==> src/hdl/drfft_ram.sv <==
// Generic single-port-write, single-port-read RAM with registered read.
// No dependencies.
module drfft_ram #(
  parameter int WIDTH = 44,
  parameter int DEPTH = 32
) (
  input  logic                     clk,
  input  logic                     we,
  input  logic [$clog2(DEPTH)-1:0] waddr,
  input  logic [WIDTH-1:0]         wdata,
  input  logic [$clog2(DEPTH)-1:0] raddr,
  output logic [WIDTH-1:0]         rdata
);
  logic [WIDTH-1:0] mem [DEPTH];

  always_ff @(posedge clk) begin
    if (we) mem[waddr] <= wdata;
    rdata <= mem[raddr];
  end
endmodule

==> config.mk <==
export PLATFORM = sky130hd
export DESIGN_NAME = drfft_ram
export DESIGN_NICKNAME = d
export VERILOG_FILES = /design/src/hdl/drfft_ram.sv
export SDC_FILE = /design/constraint.sdc
export NUM_CORES = 1
export LEC_CHECK = 0
export BUFFER_PORTS_ARGS = -buffer_cell sky130_fd_sc_hd__buf_4
export CORE_MARGIN = 10
export CORE_UTILIZATION = 35
export DETAILED_ROUTE_END_ITERATION = 8
export SKIP_LAST_GASP = 1
export SYNTH_ARGS = -nofsm -noshare
export SYNTH_HDL_FRONTEND = slang
export SYNTH_SLANG_ARGS = --single-unit
==> constraint.sdc <==
create_clock -name clk -period 3.5 [get_ports clk]
set_input_delay 0.35 -clock clk [delete_from_list [all_inputs] [get_ports clk]]
set_output_delay 0.35 -clock clk [all_outputs]
set_load 0.05 [all_outputs]
==> out/metrics.yaml <==
run_status:
  status: "complete, no violations"
timing:
  worst-slew-pin-transition_ns: 1.06
  fin_worst_hold_slack_ns: 0.212
  timing.final.crit_share_pct: 54.9
  hold_violations: 0
  timing.clock.skew_ns: 0.0170
  worst_slack_ns: 1.58
  time_the_worst_path_needs_with_i_o_delays_and_setup_ns: 1.92
  setup_viol: 0
  grt_setup_unrepaired: "false"
  setup_tns_ns: 0
  clock.fmax_mhz: 521
  finalMaxSlewViolations: 0
  slew-limit-headroom_pct: 29.5
clock_network:
  max-clock-path-buffers: 3
  clock_sink_count: 1452
  root_buffer: "sky130_fd_sc_hd__clkbuf_16"
  cts.htree.levels: 4
  cts_tree: "yes"
  clk-insertion-delay-late_ns: 0.77
  clk_transition_reported_paths_ns: 0.06
  tritoncts.num_buffers: 146
  post-cts-setup-buffers: 0
pwr:
  int_pwr_mw: 28.6
  total_switching_power_mw: 8.04
  vdd_drop_max_mv: 0.423
  p_seq_share_pct: 53.0
  power.density_cell_area_mw_per_mm2: 566
  clkPwrFrac_pct: 41.2
  total_leakage_power_nw: 22.3
  power.share.switching_pct: 21.9
  power_mw: 36.6
  comb_power_share_pct: 5.8
floorplanning:
  initial_core_util_pct: 35.1
  dieArea_mm2: 0.175
  row_count: 146
  core_area_mm2: 0.158
  die_h_um: 418
  io_pins: 100
  die-width_um: 418
synthesis:
  post-synth-top-area-cell: "sky130_fd_sc_hd__edfxtp_1"
  yosysSeqAreaShare_pct: 77.7
  synth_largest_type_area_fraction_pct: 76.1
  synth_cell_types: 25
  syn-cell-area_mm2: 0.0555
  post_synth_most_frequent_cells: "sky130_fd_sc_hd__edfxtp_1 (1408), sky130_fd_sc_hd__mux2i_1 (704), sky130_fd_sc_hd__nand2_1 (134), sky130_fd_sc_hd__nand3_1 (134)"
  post_synth.cell_area_avg_um2: 18.0
  compound_gate_portion_of_the_synthesized_area_pct: 4.86
  synth_cells: 3090
  mappedNetlistNets: 3146
  synthMostInstantiatedCell: "sky130_fd_sc_hd__edfxtp_1"
  synth-async-reset-ratio_pct: 0
  yosys_warnings: 0
  synthAdderAreaFrac_pct: 0
  post_synth_simple_gate_area_pct: 2.94
  synth_xor_area_share_pct: 0
  synth_mux_area_share_pct: 12.7
  synth_top_family_by_area: "multiplexers"
  ys_ff_latch: 1452
  synth-edff-count: 1408
  cell_types_with_the_largest_area_share_after_synthesis: "sky130_fd_sc_hd__edfxtp_1 (76%), sky130_fd_sc_hd__mux2i_1 (13%), sky130_fd_sc_hd__a22oi_1 (1.8%), sky130_fd_sc_hd__dfxtp_1 (1.6%), sky130_fd_sc_hd__a22o_1 (1.4%)"
  synth_ff_type: "sky130_fd_sc_hd__edfxtp_1"
worst_setup_path:
  cpMaxStageDelayCell: "sky130_fd_sc_hd__dfxtp_1"
  start_kind: "flip-flop"
  cp_cell_sequence: "buf_4"
  path_class: "flip-flop to output port"
  worstPathArrival_ns: 1.57
  worst-path-buf-inv: 1
  critical_path.endpoint_type: "output port"
  worstPathMaxFanout: 2
  worst-path-stages: 1
  critical_path_required_ns: 3.15
  critPathMaxStageDelay_ns: 0.53
  critical-path-top-delay-family: "flip-flops"
  cell_depth_of_the_worst_flop_to_flop_path: 4
route:
  detail-route-antenna-nets: 0
  first_pass_iters: 6
  detail_route.drc_violations: 0
  vias: 28887
  initialDrtViolationCount: 2509
  detail_route.wl_per_cell_um: 25.7
  routed_via_density: 5.23
  routed_wl_mm: 142
place:
  place.gp.congestion: 0.729
  detailed_place_hpwl_mm: 70.0
  dpl_worst_slack_ns: 0.971
  buffer_ports.inserted: 99
global_routing:
  grt_use_met2_pct: 27.2
  busiest_layer: "met2"
  globalRouteOverflowTotal: 0
  gr-usage-met3_pct: 2.57
  antenna_violations_before_repair: 5
  grtUsageMet1_pct: 20.7
  grt_pass1_vias: 28886
  grt_start_max_net_pins: 72
  track_usage_pct: 15.9
  grt_first_pass_wirelength_mm: 204
cells_and_area:
  multi_input_comb_area_mm2: 0.0117
  ff_latch_area_mm2: 0.0432
  finish.net_count: 3384
  fraction_of_final_layout_cells_sized_beyond_drive_strength_1_pct: 13.6
  final_core_util_pct: 41.0
  num-fill-cells: 13901
  area_growth_pct: 16.5
hold_path:
  holdPathStages: 6
  hp-class: "primary input to flip-flop"
job:
  drv_cap: 0
==> tightest hold or removal path, delay by kind of cell <==
family	cells	cell delay [ns]
and+or+nand+nor	3	0.20
AOI/OAI and AO/OA	1	0.07
buffers and inverters	2	0.28
==> cells in the final DEF (no fill, tap or decap), types with 2 or more instances in the layout <==
cell                            instances
sky130_fd_sc_hd__clkbuf_16            147
sky130_fd_sc_hd__mux2i_1              704
sky130_fd_sc_hd__nor3_1                44
sky130_fd_sc_hd__clkbuf_8               3
sky130_fd_sc_hd__a21oi_1              132
sky130_fd_sc_hd__clkinvlp_4             3
sky130_fd_sc_hd__nor2b_4                2
sky130_fd_sc_hd__a31oi_1               44
sky130_fd_sc_hd__clkinv_8               4
sky130_fd_sc_hd__inv_8                  2
sky130_fd_sc_hd__a22oi_1              132
sky130_fd_sc_hd__nand3b_1               5
sky130_fd_sc_hd__dfxtp_1               44
sky130_fd_sc_hd__diode_2                3
sky130_fd_sc_hd__clkinv_1              31
sky130_fd_sc_hd__buf_12                47
sky130_fd_sc_hd__clkbuf_1              34
sky130_fd_sc_hd__clkinv_2              21
sky130_fd_sc_hd__nand3_1              134
sky130_fd_sc_hd__or3b_2                 3
sky130_fd_sc_hd__bufinv_16             10
sky130_fd_sc_hd__a22o_1                88
sky130_fd_sc_hd__nand2_1              133
sky130_fd_sc_hd__inv_6                 11
sky130_fd_sc_hd__nor2_4                33
sky130_fd_sc_hd__dlygate4sd3_1         44
sky130_fd_sc_hd__buf_4                175
sky130_fd_sc_hd__edfxtp_1            1408
==> final timing paths <==
| kind | startpoint | to | slack [ns] |
|---|---|---|---|
| min reg2reg | mem[16][8]$_DFFE_PP_ | rdata[8]$_DFF_P_ | 0.59 |
| max | rdata[11]$_DFF_P_ | rdata[11] | 1.58 |
| min | raddr[2] | rdata[14]$_DFF_P_ | 0.21 |
| max reg2reg | mem[19][36]$_DFFE_PP_ | rdata[36]$_DFF_P_ | 2.08 |
==> per-stage QoR <==
stage / instances / area [um2]
global placement: 5208 / 59700
floorplan: 3090 / 55500
CTS: 5519 / 64700
global route: 5520 / 64700
finish: 5522 / 64700
detailed placement: 5208 / 59700
==> power groups by stage <==
stage / combinational [mW] / sequential (mW) / clock (mW)
CTS: 2.16 / 19.4 / 15.4
detailed placement: 2.11 / 19.8 / 0
global placement: 2.09 / 19.8 / 0
finish: 2.13 / 19.4 / 15.1
floorplan: 0.988 / 20.0 / 0
global route: 2.28 / 19.4 / 16.1
==> routing by layer <==
metal  share of wire (%)  routed length (um)
met5              0.0092                  13
met4                 2.3                3290
met3                 5.4                7680
met2                  50               70800
met1                  42               60200
==> cell type report <==
cell class              count  area share, %
repair buffers            267           4.19
clock buffers             184           5.95
clock inverters            83           1.14
well taps                2072           4.01
multi-input cells        1461           18.0
flip-flops and latches   1452           66.7
diodes                      3         0.0116
==> sequential cells by signal, indices dropped and copies added, names as in the netlist <==
register	flops
rdata	44
mem	1408
==> kinds of logic (layout without fill, tap and decap cells) <==
group / count (synthesis) / count (layout)
flip-flops: 1452 / 1452
multiplexers: 704 / 704
AO/OA/AOI/OAI: 396 / 396
AND/OR/NAND/NOR: 361 / 361
buffers and inverters: 177 / 534
other: 0 / 3
==> what timing repair did <==
item,in CTS,in global routing
hold endpoints to repair,1408,0
resized for setup,0,0
hold buffers,44,0
No activity file was read; power rests on OpenSTA's default activity.
